File: src/sv/nrle_pkg.sv
// shared types and constants of the nibble run-length sprite decoder
package nrle_pkg;

  localparam int unsigned COORD_BITS_DEF = 10;
  localparam int unsigned DIM_BITS       = 10;
  localparam int unsigned KEY_BITS       = 4;
  localparam int unsigned BYTE_BITS      = 8;
  localparam int unsigned RUN_BITS       = 4;
  localparam int unsigned INDEX_BITS     = 8;
  localparam int unsigned REG_IDX_BITS   = 2;

  localparam logic [INDEX_BITS-1:0] TRANSPARENT_INDEX = 8'hFF;

  typedef enum logic [REG_IDX_BITS-1:0] {
    REG_CELL_WIDTH      = 2'd0,
    REG_CELL_HEIGHT     = 2'd1,
    REG_TRANSPARENT_KEY = 2'd2,
    REG_MIRROR          = 2'd3
  } reg_idx_e;

  typedef enum logic {
    SEQ_IDLE = 1'b0,
    SEQ_RUN  = 1'b1
  } seq_state_e;

  // status of one step of the pixel unit
  typedef struct packed {
    logic go;    // a pixel is produced this step
    logic last;  // it is the final pixel of the run
    logic done;  // it completes the last row of the cell
  } step_flags_t;

endpackage

File: src/sv/nrle_step.sv
// shared pixel unit: one position advance, wrap and mirror per step
module nrle_step
  import nrle_pkg::*;
#(
  parameter int unsigned COORD_BITS = COORD_BITS_DEF
) (
  input  logic [COORD_BITS-1:0] col_i,
  input  logic [COORD_BITS-1:0] row_i,
  input  logic [RUN_BITS-1:0]   rem_i,
  input  logic [DIM_BITS-1:0]   cell_width_i,
  input  logic [DIM_BITS-1:0]   cell_height_i,
  input  logic                  mirror_i,
  output logic [COORD_BITS-1:0] col_o,
  output logic [COORD_BITS-1:0] row_o,
  output logic [DIM_BITS-1:0]   pix_col_o,
  output logic [DIM_BITS-1:0]   pix_row_o,
  output step_flags_t           flags_o
);

  localparam int unsigned CMP_BITS = (COORD_BITS > DIM_BITS) ? COORD_BITS : DIM_BITS;
  localparam int unsigned EXT_BITS = CMP_BITS + 1;
  localparam logic [DIM_BITS-1:0] OUT_MASK =
    (COORD_BITS >= DIM_BITS) ? {DIM_BITS{1'b1}}
                             : DIM_BITS'((1 << COORD_BITS) - 1);

  logic [EXT_BITS-1:0]   col_e, row_e, cw_e, ch_e;
  logic [COORD_BITS-1:0] col_inc;
  logic [COORD_BITS:0]   row_p1;
  logic [COORD_BITS-1:0] row_inc;
  logic [COORD_BITS-1:0] ch_m;
  logic [CMP_BITS-1:0]   mir_full;
  logic [CMP_BITS-1:0]   col_c, row_c;
  logic                  wrap;
  logic                  done;

  assign col_e = {{(EXT_BITS-COORD_BITS){1'b0}}, col_i};
  assign row_e = {{(EXT_BITS-COORD_BITS){1'b0}}, row_i};
  assign cw_e  = {{(EXT_BITS-DIM_BITS){1'b0}}, cell_width_i};
  assign ch_e  = {{(EXT_BITS-DIM_BITS){1'b0}}, cell_height_i};

  assign col_inc = col_i + 1'b1;
  assign row_p1  = {1'b0, row_i} + 1'b1;
  assign row_inc = row_p1[COORD_BITS-1:0];
  assign ch_m    = ch_e[COORD_BITS-1:0];

  assign wrap = ({{(EXT_BITS-COORD_BITS){1'b0}}, col_inc} >= cw_e);
  assign done = wrap && (EXT_BITS'(row_p1) >= ch_e);

  always_comb begin
    col_o = wrap ? '0 : col_inc;
    if (!wrap) begin
      row_o = row_i;
    end else if (done && ({{(EXT_BITS-COORD_BITS){1'b0}}, row_inc} < ch_e)) begin
      // keep the cell finished when the row counter wraps
      row_o = ch_m;
    end else begin
      row_o = row_inc;
    end
  end

  assign mir_full = cw_e[CMP_BITS-1:0] - col_e[CMP_BITS-1:0] - 1'b1;
  assign col_c    = mirror_i ? mir_full : col_e[CMP_BITS-1:0];
  assign row_c    = row_e[CMP_BITS-1:0];

  assign pix_col_o = col_c[DIM_BITS-1:0] & OUT_MASK;
  assign pix_row_o = row_c[DIM_BITS-1:0] & OUT_MASK;

  assign flags_o.go   = (rem_i != '0) && (row_e < ch_e) && (col_e < cw_e);
  assign flags_o.done = done;
  assign flags_o.last = (rem_i == RUN_BITS'(1)) || done ||
                        ({{(EXT_BITS-COORD_BITS){1'b0}}, col_o} >= cw_e);

endmodule

File: src/sv/nibble_rle_sprite_decoder.sv
// top level of the nibble run-length sprite decoder
//
// Each accepted byte is expanded into up to fifteen pixel transactions, one per
// cycle while the output register is free, by a single position unit stepped
// under a two-state sequencer: the byte is taken in the idle state, then every
// following cycle in which the output register is free produces one pixel. A
// byte occupies the block from the cycle it is taken until its last pixel is
// loaded, or until the run state finds no pixel to emit, and in_stall_o is
// high in all of those cycles but the first. The output register lets the last
// pixel wait on a stalled receiver while the next byte is taken.
// The pixel unit advances the column, wraps it into the next row at the cell
// width, reflects the column in mirror mode and flags the cell end. Registers
// are written over a separate valid/ready port which is always ready.
module nibble_rle_sprite_decoder
  import nrle_pkg::*;
#(
  parameter int unsigned COORD_BITS = COORD_BITS_DEF
) (
  input  logic                    clk_i,
  input  logic                    rst_ni,
  // configuration
  input  logic                    cfg_valid_i,
  output logic                    cfg_ready_o,
  input  logic [REG_IDX_BITS-1:0] cfg_index_i,
  input  logic [DIM_BITS-1:0]     cfg_data_i,
  // coded bytes
  input  logic                    in_valid_i,
  output logic                    in_stall_o,
  input  logic [BYTE_BITS-1:0]    rle_byte_i,
  input  logic                    start_cell_i,
  // pixels
  output logic                    out_valid_o,
  input  logic                    out_stall_i,
  output logic [DIM_BITS-1:0]     pixel_column_o,
  output logic [DIM_BITS-1:0]     pixel_row_o,
  output logic [INDEX_BITS-1:0]   pixel_index_o,
  output logic                    run_last_o,
  output logic                    cell_done_o
);

  // configuration registers
  logic [DIM_BITS-1:0] cell_width_q, cell_height_q;
  logic [KEY_BITS-1:0] key_q;
  logic                mirror_q;

  // decode state
  seq_state_e              state_q, state_d;
  logic [COORD_BITS-1:0]   col_q, col_d, row_q, row_d;
  logic [RUN_BITS-1:0]     rem_q, rem_d;
  logic [INDEX_BITS-1:0]   index_q, index_d;

  // output register
  logic                    out_valid_q, out_valid_d;
  logic [DIM_BITS-1:0]     pix_col_q, pix_col_d, pix_row_q, pix_row_d;
  logic [INDEX_BITS-1:0]   pix_idx_q, pix_idx_d;
  logic                    last_q, last_d, done_q, done_d;

  // pixel unit
  logic [COORD_BITS-1:0]   step_col, step_row;
  logic [DIM_BITS-1:0]     step_pix_col, step_pix_row;
  step_flags_t             step_flags;

  logic                    in_accept;
  logic                    out_free;
  logic [KEY_BITS-1:0]     colour;

  assign cfg_ready_o = 1'b1;

  always_ff @(posedge clk_i or negedge rst_ni) begin
    if (!rst_ni) begin
      cell_width_q  <= '0;
      cell_height_q <= '0;
      key_q         <= '0;
      mirror_q      <= 1'b0;
    end else if (cfg_valid_i) begin
      unique case (reg_idx_e'(cfg_index_i))
        REG_CELL_WIDTH:      cell_width_q  <= cfg_data_i;
        REG_CELL_HEIGHT:     cell_height_q <= cfg_data_i;
        REG_TRANSPARENT_KEY: key_q         <= cfg_data_i[KEY_BITS-1:0];
        REG_MIRROR:          mirror_q      <= cfg_data_i[0];
        default:             ;
      endcase
    end
  end

  nrle_step #(
    .COORD_BITS(COORD_BITS)
  ) u_step (
    .col_i        (col_q),
    .row_i        (row_q),
    .rem_i        (rem_q),
    .cell_width_i (cell_width_q),
    .cell_height_i(cell_height_q),
    .mirror_i     (mirror_q),
    .col_o        (step_col),
    .row_o        (step_row),
    .pix_col_o    (step_pix_col),
    .pix_row_o    (step_pix_row),
    .flags_o      (step_flags)
  );

  assign in_stall_o = (state_q != SEQ_IDLE);
  assign in_accept  = in_valid_i && !in_stall_o;
  assign out_free   = !out_valid_q || !out_stall_i;
  assign colour     = rle_byte_i[KEY_BITS-1:0];

  // sequencer: take a byte, then one pixel per free output slot
  always_comb begin
    state_d     = state_q;
    col_d       = col_q;
    row_d       = row_q;
    rem_d       = rem_q;
    index_d     = index_q;
    out_valid_d = out_valid_q && out_stall_i;
    pix_col_d   = pix_col_q;
    pix_row_d   = pix_row_q;
    pix_idx_d   = pix_idx_q;
    last_d      = last_q;
    done_d      = done_q;

    unique case (state_q)
      SEQ_IDLE: begin
        if (in_accept) begin
          if (start_cell_i) begin
            col_d = '0;
            row_d = '0;
          end
          rem_d   = rle_byte_i[BYTE_BITS-1:KEY_BITS];
          index_d = (colour == key_q) ? TRANSPARENT_INDEX
                                      : {{(INDEX_BITS-KEY_BITS){1'b0}}, colour};
          state_d = SEQ_RUN;
        end
      end
      SEQ_RUN: begin
        if (out_free) begin
          if (step_flags.go) begin
            out_valid_d = 1'b1;
            pix_col_d   = step_pix_col;
            pix_row_d   = step_pix_row;
            pix_idx_d   = index_q;
            last_d      = step_flags.last;
            done_d      = step_flags.done;
            col_d       = step_col;
            row_d       = step_row;
            rem_d       = rem_q - 1'b1;
            if (step_flags.last) begin
              state_d = SEQ_IDLE;
            end
          end else begin
            // zero repeat, finished cell or column past the width
            state_d = SEQ_IDLE;
          end
        end
      end
      default: state_d = SEQ_IDLE;
    endcase
  end

  always_ff @(posedge clk_i or negedge rst_ni) begin
    if (!rst_ni) begin
      state_q     <= SEQ_IDLE;
      col_q       <= '0;
      row_q       <= '0;
      rem_q       <= '0;
      out_valid_q <= 1'b0;
    end else begin
      state_q     <= state_d;
      col_q       <= col_d;
      row_q       <= row_d;
      rem_q       <= rem_d;
      out_valid_q <= out_valid_d;
    end
  end

  always_ff @(posedge clk_i) begin
    index_q   <= index_d;
    pix_col_q <= pix_col_d;
    pix_row_q <= pix_row_d;
    pix_idx_q <= pix_idx_d;
    last_q    <= last_d;
    done_q    <= done_d;
  end

  assign out_valid_o    = out_valid_q;
  assign pixel_column_o = pix_col_q;
  assign pixel_row_o    = pix_row_q;
  assign pixel_index_o  = pix_idx_q;
  assign run_last_o     = last_q;
  assign cell_done_o    = done_q;

  // a pixel that ends the cell also ends its run
  assert property (@(posedge clk_i) disable iff (!rst_ni)
    out_valid_o && cell_done_o |-> run_last_o)
    else $error("cell_done without run_last");

  // a taken byte blocks input in the cycle after it is taken
  assert property (@(posedge clk_i) disable iff (!rst_ni)
    in_valid_i && !in_stall_o |=> in_stall_o)
    else $error("input not blocked after transaction");

  // a new pixel is only loaded while a run is in progress
  assert property (@(posedge clk_i) disable iff (!rst_ni)
    (out_valid_q && !$past(out_valid_q)) |-> $past(state_q == SEQ_RUN))
    else $error("pixel produced outside a run");

endmodule
File: config.mk
export PLATFORM = sky130hd
export DESIGN_NAME = nibble_rle_sprite_decoder
export DESIGN_NICKNAME = d
export VERILOG_FILES = /design/src/sv/nrle_pkg.sv /design/src/sv/nrle_step.sv /design/src/sv/nibble_rle_sprite_decoder.sv
export SDC_FILE = /design/constraint.sdc
export NUM_CORES = 1
export LEC_CHECK = 0
export BUFFER_PORTS_ARGS = -buffer_cell sky130_fd_sc_hd__buf_2
export CAP_MARGIN = 20
export CORE_MARGIN = 2
export CORE_UTILIZATION = 45
export CTS_CLUSTER_DIAMETER = 200
export CTS_CLUSTER_SIZE = 14
export DETAILED_ROUTE_END_ITERATION = 6
export PLACE_DENSITY_LB_ADDON = 0.15
export SLEW_MARGIN = 5
export SYNTH_ARGS = -nofsm -noshare
export SYNTH_HDL_FRONTEND = slang
export SYNTH_SLANG_ARGS = --single-unit
File: constraint.sdc
create_clock -name clk_i -period 4.31 [get_ports clk_i]
set_input_delay 0 -clock clk_i [delete_from_list [all_inputs] [get_ports clk_i]]
set_output_delay 0 -clock clk_i [all_outputs]
set_load 0.05 [all_outputs]
Yosys cells after proc, flatten, opt, wreduce, memory -nomap -nowiden. Cells that the tools add are included.

Register bits after elaboration: 89. Bits in latches: 0. RAM bits: 0. Memory bits (read-only): 0. Input port bits: 26. Memories kept: 0.

$add $sub $neg: 5. $mul: 0. Div/mod/pow operators: 0. Magnitude comparators: 6. Equality and inequality tests: 10. Shift operators: 0. Mux-type cells: 25. Bitwise operators: 1. Reductions and logical operators: 23.

Operators with widths (count): $mux 10 (10); $pmux 10 s2 (2); $lt 10x10->1 (3); $ge 10x10->1 (2); $mux 4 (3); $add 10x1->11 const B (1); $ge 11x10->1 (1); $add 10x1->10 const B (1); $reduce_and 2->1 (5); $sub 10x1->10 const B (1); $sub 10x10->10 (1); $mux 8 (1); $pmux 4 s2 (1); $mux 1 (7); $logic_and 1x1->1 (6); $ne 2x1->1 const B (3); $reduce_and 3->1 (2); $reduce_and 5->1 (1); $eq 2x2->1 const B (2); $eq 4x1->1 const B (1); $eq 4x4->1 (1); $ne 2x2->1 const B (2); $reduce_and 4->1 (1); $reduce_bool 4->1 (1); 7 further kinds (11).

Longest topological paths before layout. Gate-level depths: netlist (run 1).

Depth in word-level cells: 9. Mapped depth: 19. Mapped depth without buffers: 18.

Modules after synthesis. Synthesis (run 1) repeated with hierarchy kept, for this count alone.

Cells, all modules: 527. Area, all modules: 5586.6 um2.

By module, submodules not included: nibble_rle_sprite_decoder (instances 1, cells each 188, area an instance 3120.5 um2); nrle_step (instances 1, cells each 339, area an instance 2466.1 um2).

Worst setup path after synthesis (run 1). Ideal clock, no wire load.

Kind: register -> register. Start point: register col_q[0]. End point: register state_q, in the netlist in_stall_o. Library setup time: 126 ps. Arrival time: 3632 ps. Data required time: 4184 ps. Setup slack: 552 ps. Stages on the path, launching flop included: 20. Buffers on the path: 1. Clock period less this slack: 3758 ps. Cell sequence: dfrtp_1 -> inv_1 -> nor3_1 -> nand3_1 -> nor4_1 -> xnor2_1 -> inv_1 -> ha_1 -> and4_1 -> o311ai_1 -> nand3_1 -> clkbuf_1 -> nor2_1 -> ha_1 -> a21o_1 -> a21oi_1 -> o21ai_0 -> a21oi_1 -> o21a_1 -> a311o_1.

Word-level cells in the longest chain between the ends: 9. Elaborated cells on any way between the ends: 13. Classes of those cells: add/sub (1); order compare (3); mux (5); reduce/logical (4).

Ends and longest elaborated chain: start: declaration (line nibble_rle_sprite_decoder.sv:48) `logic [COORD_BITS-1:0] col_q, col_d, row_q, row_d;`; start signal: assignment (line nibble_rle_sprite_decoder.sv:168) `col_q <= col_d;`; $add 10x1->10 (line nrle_step.sv:41) `assign col_inc = col_i + 1'b1;`; $ge 10x10->1 (line nrle_step.sv:46) `assign wrap = ({{(EXT_BITS-COORD_BITS){1'b0}}, col_inc} >= cw_e);`; $mux 10 or $logic_and 1x1->1 (tied branches) (line nrle_step.sv:50, nrle_step.sv:47); $ge 10x10->1 or $logic_or 1x1->1 (tied branches) (line nrle_step.sv:71, nrle_step.sv:70); $logic_or 1x1->1 (line nrle_step.sv:70) `assign flags_o.last = (rem_i == RUN_BITS'(1)) || done ||`; $mux 1 (line nibble_rle_sprite_decoder.sv:146) `if (step_flags.last) begin`; $mux 1 * (line nibble_rle_sprite_decoder.sv:136) `if (step_flags.go) begin`; $mux 1 * (line nibble_rle_sprite_decoder.sv:135) `if (out_free) begin`; $pmux 1 s2 * (line nibble_rle_sprite_decoder.sv:121) `unique case (state_q)`; named net state_d (line nibble_rle_sprite_decoder.sv:47) `seq_state_e state_q, state_d;`; end signal: assignment (line nibble_rle_sprite_decoder.sv:167) `state_q <= state_d;`; end: declaration (line nibble_rle_sprite_decoder.sv:47).

Mark *: on every way through the listed nets, which the timed path passes. The rest lies on a longest branch. A chain may end at the register's enable or synchronous reset.

==> flow_metrics.env, run 1 <==
export IMPL_hp_start="cfg_index_i[0]"
export IMPL_syn_cell_area_sq_um=5440
export IMPL_synthDistinctLibCells=70
export IMPL_grt_pass1_vias=4309
export IMPL_synthFlopType="dfrtp_1"
export IMPL_clkPwrFrac_pct=18.2
export IMPL_power_leakage_nw=3.01
export IMPL_switching_share_pct=45.1
export IMPL_grt_max_degree=52
export IMPL_dpl_cell_area_sq_um=5880
export IMPL_area_growth_syn_to_layout_pct=17.2
export IMPL_slew_violations=0
export IMPL_ios=59
export IMPL_cp_slowest_cell="dfrtp_1"
export IMPL_routed_wl_mm=13.2
export IMPL_yosysWarnings=0
export IMPL_cts_root_buf="clkbuf_16"
export IMPL_num_vias=4287
export IMPL_cts_made_buffers=9
export IMPL_power_net_switching_mw=1.79
export IMPL_ant_nets=0
export IMPL_hp_class="primary input to flop"
export IMPL_synth_seq_cells=83
export IMPL_final_cell_mix="ha_1, buf_2, dfrtp_1"
export IMPL_die_h_microns=114
export IMPL_dieArea_sq_um=13000
export IMPL_crit_start="col_q[0]"
export IMPL_hpwlAfterDp_mm=9.97
export IMPL_clk_latency_ps=350
export IMPL_layout_drive_gt1_share_pct=18.1
export IMPL_seqPwrFrac_pct=32.3
export IMPL_cts_setup_buffers=0
export IMPL_grt_remaining_overflow=0
export IMPL_grt_pass1_wl_mm=21.4
export IMPL_drc=0
export IMPL_failed_checks="negative hold slack"
export IMPL_arrival_ps=4100
export IMPL_fin_nets=699
export IMPL_synth_avg_cell_area_sq_um=10.3
export IMPL_synth_edf_count=32
export IMPL_synth_fp_nets=618
export IMPL_design_area_sq_um=6370
export IMPL_ys_seq_area_share_pct=41.1
export IMPL_finalHoldViolCount=1
export IMPL_core_sq_um=11900
export IMPL_antenna_found_initial=0
export IMPL_p_int_mw=2.18
export IMPL_crit_required_ps=4410
export IMPL_cts_htree_levels=3
export IMPL_reg2reg_from="col_q[0]"
export IMPL_post_drt_wl_per_cell_microns=17.4
export IMPL_clockBufferDepth=2
export IMPL_start_util_pct=45.7
export IMPL_finalSetupViolCount=0
export IMPL_hold_slack_ps=-5.66
export IMPL_cts_tree="built"
export IMPL_path_cells="inv_1 > nor3_1 > nand3_1 > nor4_2 > xnor2_1 > inv_1 > ha_1 > and4_1 > o311ai_1 > nand3_2 > nor2_1 > ha_1 > a21o_1 > a21oi_1 > o21ai_0 > a21oi_1 > o21a_1 > nand2_1"
export IMPL_clock_skew_ps=9.99
export IMPL_drt_iter0_markers=291
export IMPL_crit_type="flop to flop"
export IMPL_crit_buf_inv=2
export IMPL_maxClockFrequency_mhz=250
export IMPL_timing_final_crit_share_pct=92.8
export IMPL_synthArstFlopShare_pct=61.4
export IMPL_ir_drop_uv=206
export IMPL_crit_path_end_kind="flop"
export IMPL_p_per_area_nw_per_um2=622
export IMPL_dieWidth_microns=114
export IMPL_crit_path_max_fanout=6
export IMPL_worst_slew_pin_slew_ps=697
export IMPL_clkSlewWorstSetupHoldPaths_ps=70
export IMPL_io_buffers=57
export IMPL_start_kind="flop"
export IMPL_antenna_cells=0
export IMPL_p_total_mw=3.97
export IMPL_tns_ps=0
export IMPL_maxCapViolCount=0
export IMPL_viasPerCell=5.64
export IMPL_min_period_ps=4000
export IMPL_pwr_share_comb_pct=49.5
export IMPL_crit_family="simple AND/OR/NAND/NOR gates"
export IMPL_max_stage_delay_ps=420
export IMPL_grt_usage_pct=21.3
export IMPL_max_slew_margin_pct=53.5
export IMPL_synthCells=527
export IMPL_final_common_cell="ha_1"
export IMPL_drtPass1Iterations=4
export IMPL_cts_num_sinks=83
export IMPL_gp_congestion=0.840
export IMPL_rows=40
export IMPL_outcome="finished, violations left"
==> repair_timing <==
item,4_1_cts,5_1_grt
hold endpoints to repair,83,0
hold buffers,19,0
endpoints found under the setup margin,0,5
gates resized for setup,0,2
==> worst paths after layout <==
| path | endpoint | slack, ps | depth (start not counted) |
|---|---|---|---|
| worst max register to register | run_last_o | 310 | 18 |
| worst max-delay path | run_last_o | 310 | 18 |
| worst min register to register | pixel_index_o[1] | 420 | 0 |
| max in group asynchronous | cell_width_q[3] | 3530 | 3 |
| worst min-delay path | cell_width_q[1] | -6 | 4 |
| min in group asynchronous | cell_height_q[9] | 320 | 3 |
==> routing by layer <==
| metal | wire length (microns) | GRT usage (%) | share of wire (%) |
|---|---|---|---|
| met5 | 0 | 0 | 0 |
| met3 | 640 | 3.24 | 4.8 |
| met1 | 6210 | 28.6 | 47 |
| met2 | 6010 | 33.5 | 45 |
| met4 | 358 | 10.8 | 2.7 |
==> final cells by class <==
class,instances,area (sq um)
Fill cell,1068,5540
Multi-Input combinational cell,381,2950
Sequential cell,83,2240
Timing Repair Buffer,85,549
Clock buffer,11,243
Tap cell,147,184
Inverter,48,180
Clock inverter,5,30.0
==> worst reg2reg max path: cells and delay by family (launching register included) <==
kind / cells / cell delay [ps]
xor+xnor: 1 / 190
buf+inv: 2 / 240
compound gates: 6 / 900
fa+ha+maj: 2 / 570
simple gates: 7 / 1420
flops: 1 / 420
==> per-stage QoR <==
| stage | setup slack, ps | util (%) | cells |
|---|---|---|---|
| floorplan | 552 | - | 527 |
| global placement | 429 | 49.4 | 724 |
| detailed placement | 275 | 49.4 | 724 |
| CTS | 247 | 53.3 | 759 |
| global route | -36.3 | 53.5 | 760 |
| finish | 311 | 53.5 | 760 |
==> flip-flops by register name (all words and copies together), names as in the netlist <==
signal          count
out_valid_o         1
index_q             5
cell_done_o         1
cell_height_q      10
pixel_column_o     10
row_q              10
col_q              10
pixel_row_o        10
mirror_q            1
in_stall_o          1
run_last_o          1
pixel_index_o       5
rem_q               4
key_q               4
cell_width_q       10
==> cell usage after synthesis (all sizes together), types with 8 or more instances <==
cell type | n | area, sq um
nor2 | 23 | 86.3
ha | 64 | 801
inv | 48 | 180
edfxtp | 32 | 961
xnor2 | 18 | 158
dfrtp | 51 | 1280
nand2 | 47 | 176
buf | 8 | 62.6
nand2b | 12 | 75.1
a21oi | 20 | 100
o21ai | 26 | 134
o21a | 9 | 67.6
nand3 | 12 | 65.1
mux2 | 20 | 225
a21o | 9 | 67.6
==> power groups by stage <==
stage                     Clock (mW)  Sequential (mW)  Combinational (mW)
after floorplan                    0             1.68                1.05
after CTS                      0.734             1.28                1.96
final                          0.722             1.28                1.96
after detailed placement           0             1.30                1.92
after global placement             0             1.28                1.89
after global routing           0.770             1.31                2.14
==> cell families after synthesis <==
group | after synthesis | synth area share (%)
flops | 83 | 41.1
buf+inv | 63 | 4.95
fa+ha+maj | 65 | 15.1
other cells | 1 | 0.0690
compound gates | 127 | 17.3
mux | 23 | 4.69
xor+xnor | 21 | 3.38
simple gates | 144 | 13.4
(Power assumes the default switching activity.)
==> run 2, diff against run 1 <==
==> constraint.sdc (replaced) <==
create_clock -name clk_i -period 4.39 [get_ports clk_i]
set_input_delay 0 -clock clk_i [delete_from_list [all_inputs] [get_ports clk_i]]
set_output_delay 0 -clock clk_i [all_outputs]
set_load 0.05 [all_outputs]
==> run 2 against run 1 <==
Effect of this change:
- the run now ends clean
- non-clock buffer count shrank 2
- via count shrank 1.4%
- sequential power is essentially flat
- maximum frequency down 0.69%
- core utilization rose by 0.074 points
- largest cell class unchanged
==> flow_metrics.env, run 2 (synthesis results as in run 1) <==
export IMPL_outcome="completed"
export IMPL_area_growth_syn_to_layout_pct=17.3
export IMPL_cp_slowest_cell="dfrtp_1"
export IMPL_grt_remaining_overflow=0
export IMPL_top_layer_used="met4"
export IMPL_tns_ps=0
export IMPL_crit_start="col_q[0]"
export IMPL_final_util_pct=53.6
export IMPL_cts_num_sinks=83
export IMPL_crit_required_ps=4480
export IMPL_hpwlAfterDp_mm=9.74
export IMPL_wirelength_met1_mm=6.36
export IMPL_p_per_area_nw_per_um2=615
export IMPL_clk_latency_ps=340
export IMPL_maxClockFrequency_mhz=248
export IMPL_layoutNonFillerInstCount=758
export IMPL_start_util_pct=45.7
export IMPL_cts_tree="built"
export IMPL_die_h_microns=114
export IMPL_cts_made_buffers=9
export IMPL_cts_setup_buffers=0
export IMPL_core_sq_um=11900
export IMPL_min_period_ps=4030
export IMPL_maxCapViolCount=0
export IMPL_crit_type="flop to flop"
export IMPL_rows=40
export IMPL_clkSlewWorstSetupHoldPaths_ps=70
export IMPL_arrival_ps=4110
export IMPL_drtPass1Iterations=4
export IMPL_ios=59
export IMPL_hp_start="cfg_index_i[1]"
export IMPL_gp_congestion=0.867
export IMPL_dieWidth_microns=114
export IMPL_drc=0
export IMPL_drt_iter0_markers=219
export IMPL_hold_slack_ps=16.2
export IMPL_antenna_cells=0
export IMPL_path_cells="inv_1 > nor3_2 > nand3_2 > nor4_2 > xnor2_1 > inv_1 > ha_1 > and4_1 > o311ai_1 > nand3_1 > buf_4 > nor2_1 > ha_1 > a21o_1 > a21oi_1 > o21ai_0 > a21oi_1 > o21a_1 > nand2_1"
export IMPL_fin_nets=697
export IMPL_crit_path_end_kind="flop"
export IMPL_dieArea_sq_um=13000
export IMPL_io_buffers=57
export IMPL_routed_wl_mm=13.0
export IMPL_hp_class="primary input to flop"
export IMPL_timing_final_crit_share_pct=91.7
export IMPL_power_leakage_nw=3.01
export IMPL_grt_usage_pct=20.9
export IMPL_worst_slack_ps=364
export IMPL_cts_root_buf="clkbuf_16"
export IMPL_rrSetupSlack_ps=360
export IMPL_viasPerCell=5.58
export IMPL_clkPwrFrac_pct=19.4
export IMPL_clockBufferDepth=2
export IMPL_num_vias=4228
export IMPL_rsz0062_at_grt="false"
export IMPL_reg2reg_from="col_q[0]"
export IMPL_max_stage_delay_ps=420
export IMPL_seqPwrFrac_pct=31.9
export IMPL_final_cell_mix="ha_1, buf_2, dfrtp_1"
export IMPL_grt_pass1_wl_mm=21.1
export IMPL_ir_drop_uv=198
export IMPL_place_ws_ps=293
export IMPL_post_drt_wl_per_cell_microns=17.2
export IMPL_clock_skew_ps=7.43
export IMPL_cts_htree_levels=3
export IMPL_slew_violations=0
export IMPL_power_net_switching_mw=1.75
export IMPL_switching_share_pct=44.6
export IMPL_grt_pass1_vias=4154
export IMPL_max_slew_margin_pct=53.9
export IMPL_final_common_cell="ha_1"
export IMPL_antenna_found_initial=0
export IMPL_worst_slew_pin_slew_ps=691
export IMPL_wl_met2_mm=5.89
export IMPL_grt_max_degree=52
export IMPL_layout_drive_gt1_share_pct=18.0
export IMPL_start_kind="flop"
export IMPL_ant_nets=0
export IMPL_finalHoldViolCount=0
export IMPL_crit_path_max_fanout=8
export IMPL_dr_wl_met3_microns=454
export IMPL_dp_cells=722
export IMPL_pwr_share_comb_pct=48.7
export IMPL_finalSetupViolCount=0
export IMPL_p_int_mw=2.17
## run 2: cell count changes in the layout (fill, tap and decap cells not counted), sizes merged
| cell | delta |
|---|---|
| buf | -1 |
| bufinv | +1 |
| clkbuf | -2 |
| clkinvlp | -1 |
| inv | +1 |
## run 2: path summary, 6_finish.rpt
path / end / cells past startpoint
setup / recovery: run_last_o / 19
hold / removal: cell_width_q[2] / 4
setup reg to reg: run_last_o / 19
hold reg to reg: pixel_index_o[1] / 0
max in group asynchronous: col_q[1] / 3
min in group asynchronous: row_q[0] / 3
## run 2: critical path, delay by kind of cell (launching register included)
family	cells	cell delay, ps
fa+ha+maj	2	560
buf+inv	3	470
xor+xnor	1	180
simple gates	7	1260
compound gates	6	870
flops	1	420
## run 2: per-stage QoR
step                      total power, mW  cell area, sq um
after floorplan                      2.67              5440
after global placement               3.11              5870
after detailed placement             3.14              5870
after CTS                            3.93              6350
after global routing                 4.19              6380
final                                3.92              6380
## run 2: area by class of cell
class	instances	area, sq um
clock buffers	10	229
clock inverters	6	65.1
fillers	1070	5530
inverters	48	180
multi-input cells	381	2950
flip-flops and latches	83	2240
well taps	147	184
repair buffers	83	532
## run 2: per-layer routing
| metal | GRT usage [%] | vias up |
|---|---|---|
| li1 | - | 2075 |
| met1 | 28.7 | 2036 |
| met2 | 33.3 | 93 |
| met3 | 3.03 | 24 |
| met4 | 8.78 | 0 |
| met5 | 0 | - |
## run 2: what timing repair did
item / in CTS / in global routing
hold endpoints to repair: 83 / 0
endpoints found under the setup margin: 0 / 2
hold buffers: 19 / 0
resized for setup: 0 / 3
## run 2: power groups by stage
stage	Combinational (mW)	Sequential (mW)	Clock, mW
after floorplan	1.03	1.65	0
after global placement	1.85	1.26	0
after detailed placement	1.87	1.27	0
after CTS	1.91	1.25	0.775
after global routing	2.10	1.29	0.807
final	1.91	1.25	0.760
==> run 3, diff against run 2 <==
--- a/config.mk
+++ b/config.mk
@@ -5,6 +5,7 @@
 export SDC_FILE = /design/constraint.sdc
 export NUM_CORES = 1
 export LEC_CHECK = 0
+export ABC_AREA = 1
 export BUFFER_PORTS_ARGS = -buffer_cell sky130_fd_sc_hd__buf_2
 export CAP_MARGIN = 20
 export CORE_MARGIN = 2
==> run 3 against run 2 <==
Effect of this change:
- non-clock buffer count down 8
- critical path type unchanged
- synthesized cell count grew 33%
- largest power group unchanged
- area after synthesis is 4.5% higher
==> flow_metrics.env, run 3 <==
export IMPL_crit_required_ps=4680
export IMPL_fin_nets=863
export IMPL_grt_remaining_overflow=0
export IMPL_worst_slew_pin_slew_ps=874
export IMPL_viasPerCell=4.98
export IMPL_synthArstFlopShare_pct=61.4
export IMPL_ys_seq_area_share_pct=39.4
export IMPL_layout_drive_gt1_share_pct=14.0
export IMPL_synth_area_leaders="dfrtp_1, edfxtp_1, ha_1"
export IMPL_rr_worst_depth=14
export IMPL_core_sq_um=12500
export IMPL_rows=41
export IMPL_synth_simple_area_share_pct=25.7
export IMPL_post_drt_wl_per_cell_microns=14.4
export IMPL_timing_hold_worst_path_depth=5
export IMPL_max_slew_margin_pct=41.5
export IMPL_dieArea_sq_um=13500
export IMPL_synthAdderAreaFrac_pct=14.4
export IMPL_clk_latency_ps=350
export IMPL_num_vias=4724
export IMPL_synth_top_family_by_area="simple AND/OR/NAND/NOR gates"
export IMPL_cts_htree_levels=3
export IMPL_crit_path_max_fanout=11
export IMPL_maxClockFrequency_mhz=270
export IMPL_arrival_ps=3990
export IMPL_synth_most_common_cell="nand2_1"
export IMPL_io_buffers=57
export IMPL_start_util_pct=45.6
export IMPL_final_cell_mix="nand2_1, inv_1, ha_1"
export IMPL_hp_class="primary input to flop"
export IMPL_min_period_ps=3700
export IMPL_synthCells=701
export IMPL_yosysTopAreaCellShare_pct=22.5
export IMPL_synth_largest_area_cell="dfrtp_1"
export IMPL_antenna_found_initial=0
export IMPL_synth_compound_area_share_pct=8.74
export IMPL_drtPass1Iterations=5
export IMPL_outcome="completed"
export IMPL_cts_tree="built"
export IMPL_tns_ps=0
export IMPL_synthFlopType="dfrtp_1"
export IMPL_final_common_cell="nand2_1"
export IMPL_timing_final_crit_share_pct=84.2
export IMPL_drc=0
export IMPL_synthMuxAreaShare_pct=0
export IMPL_grt_usage_pct=21.8
export IMPL_synth_fp_nets=792
export IMPL_grt_pass1_wl_mm=22.8
export IMPL_postCtsResizedCells=0
export IMPL_synthTopCellsByCount="nand2_1, inv_1, ha_1"
export IMPL_syn_cell_area_sq_um=5680
export IMPL_slew_violations=0
export IMPL_hpwlAfterDp_mm=10.3
export IMPL_grt_pass1_vias=4701
export IMPL_cts_made_buffers=9
export IMPL_p_total_mw=4.03
export IMPL_routed_wl_mm=13.6
export IMPL_finalSetupViolCount=0
export IMPL_dieWidth_microns=116
export IMPL_clock_skew_ps=5.16
export IMPL_area_growth_syn_to_layout_pct=17.2
export IMPL_clkSlewWorstSetupHoldPaths_ps=60
export IMPL_finalHoldViolCount=0
export IMPL_synth_edf_count=32
export IMPL_synthDistinctLibCells=44
export IMPL_ios=59
export IMPL_cts_num_sinks=83
export IMPL_synth_xor_area_share_pct=2.78
export IMPL_ir_drop_uv=506
export IMPL_crit_type="flop to flop"
export IMPL_synth_avg_cell_area_sq_um=8.10
export IMPL_clockBufferDepth=2
export IMPL_yosysWarnings=0
export IMPL_maxCapViolCount=0
export IMPL_rsz0062_at_grt="false"
export IMPL_p_per_area_nw_per_um2=605
export IMPL_grt_max_degree=52
export IMPL_crit_path_end_kind="flop"
export IMPL_start_kind="flop"
export IMPL_drt_iter0_markers=255
export IMPL_cts_hold_buf=17
export IMPL_hold_slack_ps=3.65
export IMPL_ant_nets=0
export IMPL_synth_seq_cells=83
export IMPL_power_leakage_nw=3.52
export IMPL_cts_root_buf="clkbuf_16"
export IMPL_antenna_cells=0
export IMPL_gp_congestion=0.904
export IMPL_cts_setup_buffers=0
export IMPL_die_h_microns=116
==> run 3: report_power, final <==
part	switching, mW	internal, mW	total (mW)
combinational	1.34	0.492	1.83
sequential	0.134	1.08	1.21
clock	0.317	0.671	0.988
total	1.79	2.24	4.03
==> run 3: kinds of logic after synthesis <==
| kind of cell | after synthesis |
|---|---|
| AO/OA/AOI/OAI | 88 |
| XOR/XNOR | 18 |
| adder cells (fa/ha/maj) | 65 |
| buffers and inverters | 126 |
| flip-flops | 83 |
| other | 1 |
| AND/OR/NAND/NOR | 320 |
==> run 3: final timing paths <==
| path | from | endpoint | slack, ps |
|---|---|---|---|
| setup / recovery | row_q[4] | row_q[5] | 690 |
| min in group asynchronous | rst_ni | col_q[4] | 300 |
| setup reg to reg | row_q[4] | row_q[5] | 690 |
| max in group asynchronous | rst_ni | row_q[2] | 3610 |
| hold / removal | rle_byte_i[5] | rem_q[1] | 4 |
| hold reg to reg | index_q[1] | pixel_index_o[1] | 420 |
==> run 3: stage by stage <==
stage / util, % / setup slack, ps / instance area, sq um / std cells
floorplan: - / 1320 / 5680 / 701
global placement: 48.9 / 1010 / 6100 / 916
detailed placement: 48.9 / 919 / 6100 / 916
CTS: 53.4 / 835 / 6660 / 949
global route: 53.4 / 507 / 6660 / 949
finish: 53.4 / 692 / 6660 / 949
==> run 3: cell type report <==
| class | instances | area, sq um |
|---|---|---|
| clock buffer | 9 | 225 |
| clock inverter | 7 | 164 |
| fill | 1179 | 5810 |
| inverter | 111 | 417 |
| multi-input combinational | 492 | 2940 |
| sequential | 83 | 2240 |
| tap | 172 | 215 |
| timing repair buffer | 75 | 463 |
==> run 3: worst max-delay path: stages, from the launching register on <==
cell and delay, ps:
dfrtp_1 460, inv_1 150, nor4_1 640, nand4_1 190, nand2_1 150, inv_1 50
ha_1 290, a21oi_2 190, o21a_1 140, nand2_1 50, nor2_1 660, nand3_2 380
nand2_1 150, nand3_1 80, nand2_1 60
==> run 3: layer usage <==
| layer | GRT usage [%] | wire length [microns] |
|---|---|---|
| met3 | 3.01 | 661 |
| met4 | 7.14 | 192 |
| met1 | 30.3 | 6700 |
| met2 | 35.4 | 6100 |
| met5 | 0 | 0 |
